[config.mk]
export PLATFORM = sky130hd
export DESIGN_NAME = regex_dot_star_matcher
export DESIGN_NICKNAME = d
export VERILOG_FILES = /design/src/rtl/rdsm_pkg.sv /design/src/rtl/rdsm_closure.sv /design/src/rtl/regex_dot_star_matcher.sv
export SDC_FILE = /design/constraint.sdc
export NUM_CORES = 1
export LEC_CHECK = 0
export BUFFER_PORTS_ARGS = -buffer_cell sky130_fd_sc_hd__buf_2
export CAP_MARGIN = 20
export CORE_MARGIN = 8
export CORE_UTILIZATION = 48
export DETAILED_ROUTE_END_ITERATION = 7
export GPL_ROUTABILITY_DRIVEN = 0
export GPL_TIMING_DRIVEN = 0
export PLACE_DENSITY_LB_ADDON = 0.12
export SKIP_LAST_GASP = 1
export SLEW_MARGIN = 30
export SYNTH_ARGS = -nofsm -noshare
export SYNTH_HDL_FRONTEND = slang
export SYNTH_SLANG_ARGS = --single-unit
[constraint.sdc]
create_clock -name clock -period 4.69 [get_ports clock]
set_input_delay 0 -clock clock [delete_from_list [all_inputs] [get_ports clock]]
set_output_delay 0 -clock clock [all_outputs]
set_load 0.02 [all_outputs]
[src/rtl/rdsm_pkg.sv]
// shared types and constants for the dot-star pattern matcher
`timescale 1ns / 1ps
`default_nettype none

package rdsm_pkg;

   typedef enum logic [1:0] {
      CMD_PATTERN = 2'd0,
      CMD_TEXT    = 2'd1,
      CMD_EVAL    = 2'd2
   } cmd_type;

   localparam logic [7:0] SYM_ANY  = 8'h2E;
   localparam logic [7:0] SYM_STAR = 8'h2A;

   localparam int unsigned REQ_DATA_W = 8;
   localparam int unsigned REQ_USER_W = 2;
   localparam int unsigned RSP_DATA_W = 8;

   typedef struct packed {
      logic malformed;
      logic matched;
   } verdict_type;

endpackage : rdsm_pkg

`default_nettype wire

[src/rtl/rdsm_closure.sv]
// star-skip closure of the position set as a parallel prefix network
`timescale 1ns / 1ps
`default_nettype none

module rdsm_closure #(
   parameter int unsigned WIDTH = 33
) (
   input  wire logic [WIDTH-1:0] set_in,
   input  wire logic [WIDTH-2:0] skip_in,
   output logic      [WIDTH-1:0] set_out
);

   localparam int unsigned LEVELS = (WIDTH > 2) ? $clog2(WIDTH) : 1;

   logic [WIDTH-1:0] gen_lvl [LEVELS+1];
   logic [WIDTH-1:0] prop_lvl [LEVELS+1];

   // position i inherits from i-1 when atom i-1 is starred
   always_comb begin
      int unsigned span;
      gen_lvl[0]  = set_in;
      prop_lvl[0] = {skip_in, 1'b0};
      for (int unsigned lvl = 0; lvl < LEVELS; lvl++) begin
         span = 1 << lvl;
         for (int unsigned i = 0; i < WIDTH; i++) begin
            if (i >= span) begin
               gen_lvl[lvl+1][i]  = gen_lvl[lvl][i]
                                  | (prop_lvl[lvl][i] & gen_lvl[lvl][i-span]);
               prop_lvl[lvl+1][i] = prop_lvl[lvl][i] & prop_lvl[lvl][i-span];
            end else begin
               gen_lvl[lvl+1][i]  = gen_lvl[lvl][i];
               prop_lvl[lvl+1][i] = 1'b0;
            end
         end
      end
      set_out = gen_lvl[LEVELS];
   end

endmodule : rdsm_closure

`default_nettype wire

[src/rtl/regex_dot_star_matcher.sv]
// top level of the dot-star pattern matcher
`timescale 1ns / 1ps
`default_nettype none

// Whole-text matcher for patterns of literal bytes, '.' (any byte) and '*'
// (zero or more of the previous atom). Each request carries a command in
// tuser: append a pattern byte, consume a text byte, or evaluate. Only
// evaluate returns a response (matched, malformed) and then clears the
// pattern for the next job. One request is taken every cycle while the
// request side does not stall; a request goes from the input register to
// the state, and an evaluate's verdict is registered into the response
// register when the evaluate leaves the input register.
// The set of reachable pattern positions is updated combinationally; the
// star-skip prefix network over MAX_TOKENS+1 positions sets the critical
// path. The request side stalls only while an evaluate waits behind an
// untaken response.
module regex_dot_star_matcher
   import rdsm_pkg::*;
#(
   parameter int unsigned MAX_TOKENS = 32
) (
   input  wire logic                  clock,
   input  wire logic                  reset,
   input  wire logic                  req_tvalid,
   output logic                       req_tready,
   // [7:0] symbol
   input  wire logic [REQ_DATA_W-1:0] req_tdata,
   // [1:0] command
   input  wire logic [REQ_USER_W-1:0] req_tuser,
   output logic                       rsp_tvalid,
   input  wire logic                  rsp_tready,
   // [0] matched, [1] malformed, [7:2] zero
   output logic      [RSP_DATA_W-1:0] rsp_tdata
);

   localparam int unsigned POS_W = MAX_TOKENS + 1;
   localparam int unsigned CNT_W = $clog2(MAX_TOKENS + 1);

   // input register
   logic       stg_valid_ff, stg_valid_in;
   cmd_type    stg_cmd_ff;
   logic [7:0] stg_sym_ff;

   // pattern and walk state
   logic [7:0]            chars_ff [MAX_TOKENS];
   logic [MAX_TOKENS-1:0] starred_ff;
   logic [CNT_W-1:0]      count_ff, count_in;
   logic [POS_W-1:0]      active_ff, active_in;
   logic                  error_ff, error_in;
   logic                  last_star_ff, last_star_in;

   // response register
   logic        rsp_valid_ff, rsp_valid_in;
   verdict_type rsp_data_ff;

   logic                  advance;
   logic                  do_pattern, do_text, do_eval;
   logic                  append_char, append_star;
   logic                  sym_is_star, count_full, count_zero;
   logic [POS_W-1:0]      closed_set;
   logic [MAX_TOKENS-1:0] lane_valid, lane_hit;
   logic [POS_W-1:0]      next_set;
   logic                  end_reached;
   verdict_type           verdict;

   rdsm_closure #(
      .WIDTH (POS_W)
   ) u_closure (
      .set_in  (active_ff),
      .skip_in (starred_ff),
      .set_out (closed_set)
   );

   assign advance = stg_valid_ff &&
                    ((stg_cmd_ff != CMD_EVAL) || !rsp_valid_ff || rsp_tready);
   assign req_tready = !stg_valid_ff || advance;

   always_comb begin
      do_pattern = 1'b0;
      do_text    = 1'b0;
      do_eval    = 1'b0;
      unique case (stg_cmd_ff)
         CMD_PATTERN: do_pattern = advance;
         CMD_TEXT:    do_text    = advance;
         CMD_EVAL:    do_eval    = advance;
         default: ;
      endcase
   end

   assign sym_is_star = (stg_sym_ff == SYM_STAR);
   assign count_full  = (count_ff == CNT_W'(MAX_TOKENS));
   assign count_zero  = (count_ff == '0);
   assign append_star = do_pattern && !error_ff && sym_is_star &&
                        !last_star_ff && !count_zero;
   assign append_char = do_pattern && !error_ff && !sym_is_star && !count_full;

   // per-lane byte compare against the text byte
   always_comb begin
      for (int unsigned i = 0; i < MAX_TOKENS; i++) begin
         lane_valid[i] = (CNT_W'(i) < count_ff);
         lane_hit[i]   = closed_set[i] && lane_valid[i] &&
                         ((chars_ff[i] == SYM_ANY) || (chars_ff[i] == stg_sym_ff));
      end
   end

   assign next_set = {1'b0, lane_hit & starred_ff} | {lane_hit & ~starred_ff, 1'b0};

   assign end_reached       = closed_set[count_ff];
   assign verdict.malformed = error_ff;
   assign verdict.matched   = !error_ff && end_reached;

   always_comb begin
      count_in     = count_ff;
      active_in    = active_ff;
      error_in     = error_ff;
      last_star_in = last_star_ff;
      if (do_eval) begin
         count_in     = '0;
         active_in    = POS_W'(1);
         error_in     = 1'b0;
         last_star_in = 1'b1;
      end else if (do_text) begin
         active_in = next_set;
      end else if (do_pattern && !error_ff) begin
         if (append_star) begin
            last_star_in = 1'b1;
         end else if (append_char) begin
            count_in     = count_ff + CNT_W'(1);
            last_star_in = 1'b0;
         end else begin
            error_in = 1'b1;
         end
      end
   end

   assign stg_valid_in = (req_tvalid && req_tready) || (stg_valid_ff && !advance);
   assign rsp_valid_in = do_eval || (rsp_valid_ff && !rsp_tready);

   always_ff @(posedge clock) begin
      if (reset) begin
         stg_valid_ff <= 1'b0;
         rsp_valid_ff <= 1'b0;
         count_ff     <= '0;
         active_ff    <= POS_W'(1);
         error_ff     <= 1'b0;
         last_star_ff <= 1'b1;
      end else begin
         stg_valid_ff <= stg_valid_in;
         rsp_valid_ff <= rsp_valid_in;
         count_ff     <= count_in;
         active_ff    <= active_in;
         error_ff     <= error_in;
         last_star_ff <= last_star_in;
      end
   end

   always_ff @(posedge clock) begin
      if (req_tvalid && req_tready) begin
         stg_cmd_ff <= cmd_type'(req_tuser);
         stg_sym_ff <= req_tdata;
      end
      if (do_eval) begin
         rsp_data_ff <= verdict;
      end
   end

   always_ff @(posedge clock) begin
      if (reset || do_eval) begin
         starred_ff <= '0;
      end else begin
         for (int unsigned i = 0; i < MAX_TOKENS; i++) begin
            if (append_char && (CNT_W'(i) == count_ff)) begin
               starred_ff[i] <= 1'b0;
            end else if (append_star && (CNT_W'(i + 1) == count_ff)) begin
               starred_ff[i] <= 1'b1;
            end
         end
      end
   end

   always_ff @(posedge clock) begin
      for (int unsigned i = 0; i < MAX_TOKENS; i++) begin
         if (append_char && (CNT_W'(i) == count_ff)) begin
            chars_ff[i] <= stg_sym_ff;
         end
      end
   end

   assign rsp_tvalid = rsp_valid_ff;
   assign rsp_tdata  = {(RSP_DATA_W - 2)'(0), rsp_data_ff.malformed, rsp_data_ff.matched};

endmodule : regex_dot_star_matcher

`default_nettype wire
==> results of run 1 <==
registers in the layout, summed over array words and instances, names as in the netlist:
name,cells
active_ff,33
starred_ff,32
chars_ff,256
stg_sym_ff,8
rsp_tvalid,1
last_star_ff,1
stg_cmd_ff,2
rsp_tdata,2
error_ff,1
count_ff,6
stg_valid_ff,1
critical path, stage by stage (launching register included):
cell and delay, ps:
dfxtp_1 340, clkbuf_1 450, clkinv_1 490, ha_1 340, clkbuf_1 300, and4_1 380, nor3_1 500, nand2_1 410
nor2_1 840
cell type report:
cell class | instances | area [sq um]
fill | 2996 | 15400
timing repair buffer | 52 | 492
clock buffer | 54 | 1050
sequential | 343 | 9550
clock inverter | 15 | 97.6
tap | 455 | 569
inverter | 29 | 109
multi-input combinational | 1045 | 6870
buffer | 84 | 364
cells by family after synthesis:
kind of cell	count (synthesis)	share of synthesized area [%]
buffers and inverters	113	2.69
AOI/OAI and AO/OA	281	10.8
other	1	0.0223
muxes	1	0.0595
DFF	343	56.8
xor gates and xnor gates	259	13.5
and+or+nand+nor	495	15.9
adders and majority gates	3	0.223
what timing repair did:
item / 4_1_cts / 5_1_grt
setup endpoints to repair: 0 / 2
endpoints found under the hold margin: 12 / 0
hold buffers: 14 / 0
gates resized for setup: 0 / 3
worst paths after layout:
kind | start | endpoint | cells after the start
hold reg to reg | active_ff[32] | active_ff[32] | 2
setup / recovery | count_ff[0] | chars_ff[1][84] | 8
setup reg to reg | count_ff[0] | chars_ff[1][84] | 8
hold / removal | rsp_tready | rsp_tdata[0] | 3
synthesized netlist by cell type (all sizes together) (28+ instances only):
cell type	n
edfxtp	268
xnor2	138
xor2	121
nor2	116
a21oi	87
dfxtp	75
nor3	70
nand2	61
nand4	61
clkbuf	56
o21ai	56
nor4	47
buf	28
report_power, final:
group	switching [W]	total, W	internal (W)	leakage [nW]
clock	0.00119	0.00276	0.00157	0.556
sequential	0.0000289	0.00332	0.00329	3.02
combinational	0.000251	0.000388	0.000137	2.36
metrics by stage:
stage,TNS [ps],utilization [%],instances
4_1_cts,0,55.3,2077
5_1_grt,0,55.3,2077
3_3_place_gp,-10680,50.6,1973
2_1_floorplan,0,-,1501
6_report,0,55.3,2077
3_5_place_dp,0,51.5,1994
layer usage:
layer  up-vias  GRT usage [%]  share of wire (%)
met4         0           9.92                4.3
met3       133           5.14                8.7
met2       628           39.7                 45
met5         -              0                  0
li1       5768              -                  -
met1      6302           33.3                 42
==> qor.tcl, run 1 <==
set qor(outcome) {completed}
set qor(worst_ep_required_time_ps) 4830
set qor(place_hpwl_mm) 37.7
set qor(tritoncts) {done}
set qor(timing.final.max_slew_violations) 0
set qor(min_period_ps) 4450
set qor(ys.flop_type) {edfxtp_1}
set qor(worstMarginPinSlew_ps) 1040
set qor(ys_types) 75
set qor(dieArea_sq_um) 41300
set qor(finClkSkew_ps) 19.4
set qor(maximum_operating_frequency_ghz) 0.225
set qor(path_max_fanout) 10
set qor(postSynthRegisterBits) 343
set qor(drive_gt1_share_pct) 9.12
set qor(design.core.area_sq_um) 34500
set qor(synth_top_area_share_pct) 47.9
set qor(hold_slack_ps) 65.1
set qor(antennaDiodeCount) 0
set qor(route.final.wire_length_mm) 52.5
set qor(drt-initial-drc-count) 1433
set qor(clk_path_buf_depth) 3
set qor(worst_slack_ps) 242
set qor(ios) 24
set qor(synth_area_sq_um) 16800
set qor(synthesis.yosys.warnings) 0
set qor(port_buffers) 17
set qor(synthDominantAreaCellType) {edfxtp_1}
set qor(maxSlewHeadroom_pct) 31.0
set qor(die_height_um) 203
set qor(report.final.hold_viol_count) 0
set qor(cts_sinks) 343
set qor(power.total_w) 0.00647
set qor(floorplan.initialDensity_pct) 48.7
set qor(drt-vias-per-instance) 6.18
set qor(tightest_hold_check_type) {input pin to flip-flop}
set qor(layout.cell_area.non_filler_sq_um) 19100
set qor(grt_start_max_net_pins) 15
set qor(ys_async_sr_fraction_pct) 0
set qor(final_common_cell) {edfxtp_1}
set qor(ys_top_cells_by_area) {edfxtp_1, dfxtp_1, xnor2_1, xor2_1, nor2_1}
set qor(place_ws_ps) 200
set qor(number_of_global_route_vias_before_repair) 12600
set qor(clock_insertion_delay_worst_skew_ps) 530
set qor(drt_drc_violations_left) 0
set qor(rows) 68
set qor(number_of_antenna_violations_at_the_first_check_in_global_routing) 1
set qor(postCtsSetupRepairBufs) 0
set qor(synthesis.instances) 1496
set qor(layout-area-overhead-vs-synth_pct) 13.6
set qor(detail-route-antenna-nets) 0
set qor(syn_area_per_cell_sq_um) 11.2
set qor(cellPowerDensity_nw_per_um2) 339
set qor(cts_root_buffer) {clkbuf_16}
set qor(final_cell_mix) {edfxtp_1, xnor2_1, xor2_1, nor2_1, a21oi_1}
set qor(die_width_um) 203
set qor(routed_wire_length_per_instance_um) 25.3
set qor(end_kind) {flip-flop}
set qor(cts.htree.levels) 2
set qor(timing.critical_path.arrival_ps) 4590
set qor(dpl-instance-area_sq_um) 17800
set qor(cts_buffers) 38
set qor(grt_pass1_wl_mm) 78.0
set qor(synth.yosys.seq_area_share_pct) 56.8
set qor(grt.overflow.total) 0
set qor(post_synth_edffs) 268
set qor(drt_pre_antenna_iters) 5
set qor(globalRouteTotalUtil_pct) 25.0
set qor(rsz0062_at_grt) {no}
set qor(critical_path_start_type) {flip-flop}
set qor(worst-r2r-setup-slack_ps) 240
set qor(setup.worst_path.class) {flip-flop to flip-flop}
set qor(power_leakage_nw) 5.94
set qor(layout.nets) 1610
set qor(detailroute.via_count) 12800
set qor(timing.final.crit_share_pct) 94.8
set qor(finalSetupViolations) 0
set qor(ir_drop_mv) 0.294
set qor(drv_cap) 0
set qor(worst_setup_hold_path_clk_slew_ps) 60
Note: power is estimated with default switching activity, not from simulation.
==> inputs of run 2 (changes only) <==
- CORE_UTILIZATION: 48 -> 32
- GPL_TIMING_DRIVEN: 0 -> default
==> qor.tcl, run 2 (synthesized netlist as in run 1, its figures left out) <==
set qor(outcome) {completed}
set qor(route.final.wire_length_mm) 47.5 ;# -9.4%
set qor(drt_pre_antenna_iters) 5 ;# unchanged
set qor(timing.critical_path.arrival_ps) 3420 ;# -1170 ps
set qor(min_period_ps) 3260 ;# -1190 ps
set qor(setup.worst_path.class) {flip-flop to flip-flop}
set qor(final_common_cell) {edfxtp_1}
set qor(maxSlewHeadroom_pct) 36.4 ;# +5.5 points
set qor(port_buffers) 17 ;# unchanged
set qor(detail-route-antenna-nets) 0 ;# unchanged
set qor(totalNegativeSetupSlack_ps) 0 ;# unchanged
set qor(regMostFlops) {chars_ff}
set qor(timing.final.crit_share_pct) 69.5 ;# -25 points
set qor(cts_buffers) 40 ;# +5.3%
set qor(maximum_operating_frequency_ghz) 0.307 ;# +36%
set qor(layout-area-overhead-vs-synth_pct) 13.7 ;# about the same
set qor(route.met2.wl_mm) 22.0 ;# -7.2%
set qor(met1_length_mm) 21.2 ;# -3.1%
set qor(path_max_fanout) 20 ;# +10
set qor(n_fill_cell) 5023 ;# +68%
set qor(ir_drop_mv) 0.270 ;# -8.2%
set qor(place_hpwl_mm) 31.7 ;# -16%
set qor(final_cell_mix) {edfxtp_1, xnor2_1, xor2_1, nor2_1, a21oi_1}
set qor(critical_path_start_type) {flip-flop}
set qor(grt.overflow.total) 0 ;# unchanged
set qor(worstPathCellList) {nor2_1, and4_1, nor3_2, buf_4, nand2_1, nor2_1}
set qor(drt_drc_violations_left) 0 ;# unchanged
set qor(cts_sinks) 343 ;# unchanged
set qor(cts-resized-gates) 0 ;# unchanged
set qor(area_occupied_by_multi_input_gates_sq_um) 6840 ;# -0.49%
set qor(register_area_sq_um) 9550 ;# unchanged
set qor(largest_register_ffs) 256 ;# unchanged
set qor(layout.nets) 1537 ;# -4.5%
set qor(clock_insertion_delay_worst_skew_ps) 550 ;# +20 ps
set qor(number_of_global_route_vias_before_repair) 12100 ;# -4.1%
set qor(globalRouteTotalUtil_pct) 15.6 ;# -9.3 points
set qor(postCtsSetupRepairBufs) 0 ;# unchanged
set qor(worst_setup_hold_path_clk_slew_ps) 60 ;# about the same
set qor(timing.critical_path.slowest_stage_cell) {nor2_1}
set qor(rows) 84 ;# +24%
set qor(grt_pass1_wl_mm) 73.1 ;# -6.3%
set qor(floorplan.initialDensity_pct) 32.2 ;# -16 points
set qor(finClkSkew_ps) 14.7 ;# -4.68 ps
set qor(report.final.hold_viol_count) 0 ;# unchanged
set qor(drt-initial-drc-count) 831 ;# -42%
set qor(antennaDiodeCount) 0 ;# unchanged
set qor(finalSetupViolations) 0 ;# unchanged
set qor(critical-path-max-stage-delay_ps) 830 ;# about the same
set qor(power_frac_seq_pct) 50.4 ;# -0.9 points
set qor(switchingPower_w) 0.00144 ;# -2.1%
set qor(cts.htree.levels) 2 ;# unchanged
set qor(power_report.internal_total_w) 0.00513 ;# +2.7%
set qor(power.share.clock_pct) 44.5 ;# +1.8 points
set qor(cts_root_buffer) {clkbuf_16}
set qor(rsz0062_at_grt) {no}
set qor(die_width_um) 245 ;# +21%
set qor(timing.final.max_slew_violations) 0 ;# unchanged
set qor(crit_buf_inv) 1 ;# -2
set qor(die_height_um) 245 ;# +21%
set qor(worst_ep_required_time_ps) 4850 ;# +20 ps
set qor(dieArea_sq_um) 60100 ;# +46%
set qor(switching_share_pct) 21.9 ;# -0.82 points
set qor(number_of_antenna_violations_at_the_first_check_in_global_routing) 0 ;# -1
set qor(end_kind) {flip-flop}
set qor(cellPowerDensity_nw_per_um2) 344 ;# +1.6%
set qor(wl_met3_mm) 2.56 ;# -44%
set qor(maxUsedRoutingLayer) {met4}
set qor(critical_path.most_common_cell) {nor2_1}
set qor(design.core.area_sq_um) 52200 ;# +51%
set qor(power_leakage_nw) 5.84 ;# -1.7%
set qor(cell_family_with_most_cp_delay) {simple AND/OR/NAND/NOR gates}
set qor(combinationalPowerShare_pct) 5.1 ;# -0.9 points
set qor(routed_wire_length_per_instance_um) 21.2 ;# -16%
set qor(tritoncts) {done}
set qor(worstMarginPinSlew_ps) 950 ;# -85.7 ps
set qor(drive_gt1_share_pct) 7.94 ;# -1.2 points
set qor(layout.cell_area.non_filler_sq_um) 19100 ;# about the same
set qor(clk_path_buf_depth) 3 ;# unchanged
set qor(drv_cap) 0 ;# unchanged
set qor(drt-vias-per-instance) 5.37 ;# -13%
set qor(largestRegisters) {chars_ff (256), active_ff (33), starred_ff (32)}
set qor(tightest_hold_check_type) {input pin to flip-flop}
set qor(grt_start_max_net_pins) 74 ;# +59
set qor(detailroute.via_count) 12000 ;# -6.4%
set qor(dpl-instance-area_sq_um) 17700 ;# -0.34%
set qor(ios) 24 ;# unchanged
## run 2: layout make-up
type / instances / share of cell area [%]
Multi-Input combinational cell: 1045 / 35.8
Timing Repair Buffer: 61 / 2.75
Inverter: 29 / 0.570
Clock inverter: 16 / 0.530
Sequential cell: 343 / 50.0
Tap cell: 688 / 4.50
Clock buffer: 56 / 5.87
## run 2: final timing paths
path	start	endpoint	slack, ps	cells past startpoint
min	rsp_tready	rsp_tdata[1]	90	3
max	count_ff[3]	chars_ff[0][125]	1430	6
max reg2reg	count_ff[3]	chars_ff[0][125]	1430	6
min reg2reg	active_ff[32]	active_ff[32]	460	2
## run 2: power groups by stage
stage / combinational (W) / sequential (W) / clock, W
after floorplan: 0.000213 / 0.00338 / 0
after global placement: 0.000332 / 0.00338 / 0
after detailed placement: 0.000333 / 0.00338 / 0
after CTS: 0.000343 / 0.00331 / 0.00300
after global routing: 0.000369 / 0.00331 / 0.00311
final: 0.000334 / 0.00331 / 0.00292
## run 2: metrics by stage
step	instances	power, W	utilization [%]	setup slack [ps]	hold slack, ps
2_1_floorplan	1501	0.00360	-	1520	69.1
3_3_place_gp	2152	0.00371	34.0	1580	178
3_5_place_dp	2152	0.00371	34.0	1480	178
4_1_cts	2238	0.00666	36.6	1490	73.0
5_1_grt	2238	0.00679	36.6	1310	92.6
6_report	2238	0.00657	36.6	1430	91.1
## run 2: layer usage
layer  vias up  track usage, %
met2       379            25.5
met4         0            6.45
met1      5908            20.5
met5         -               0
li1       5618               -
met3       108            2.46
## run 2: repair_timing
action,4_1_cts,5_1_grt
hold endpoints to repair,12,0
endpoints found under the setup margin,0,0
hold buffers,14,0
## run 2: worst min-delay path: stages
cell,delay (ps)
buf_2,90
nand2b_1,150
nor2b_1,210
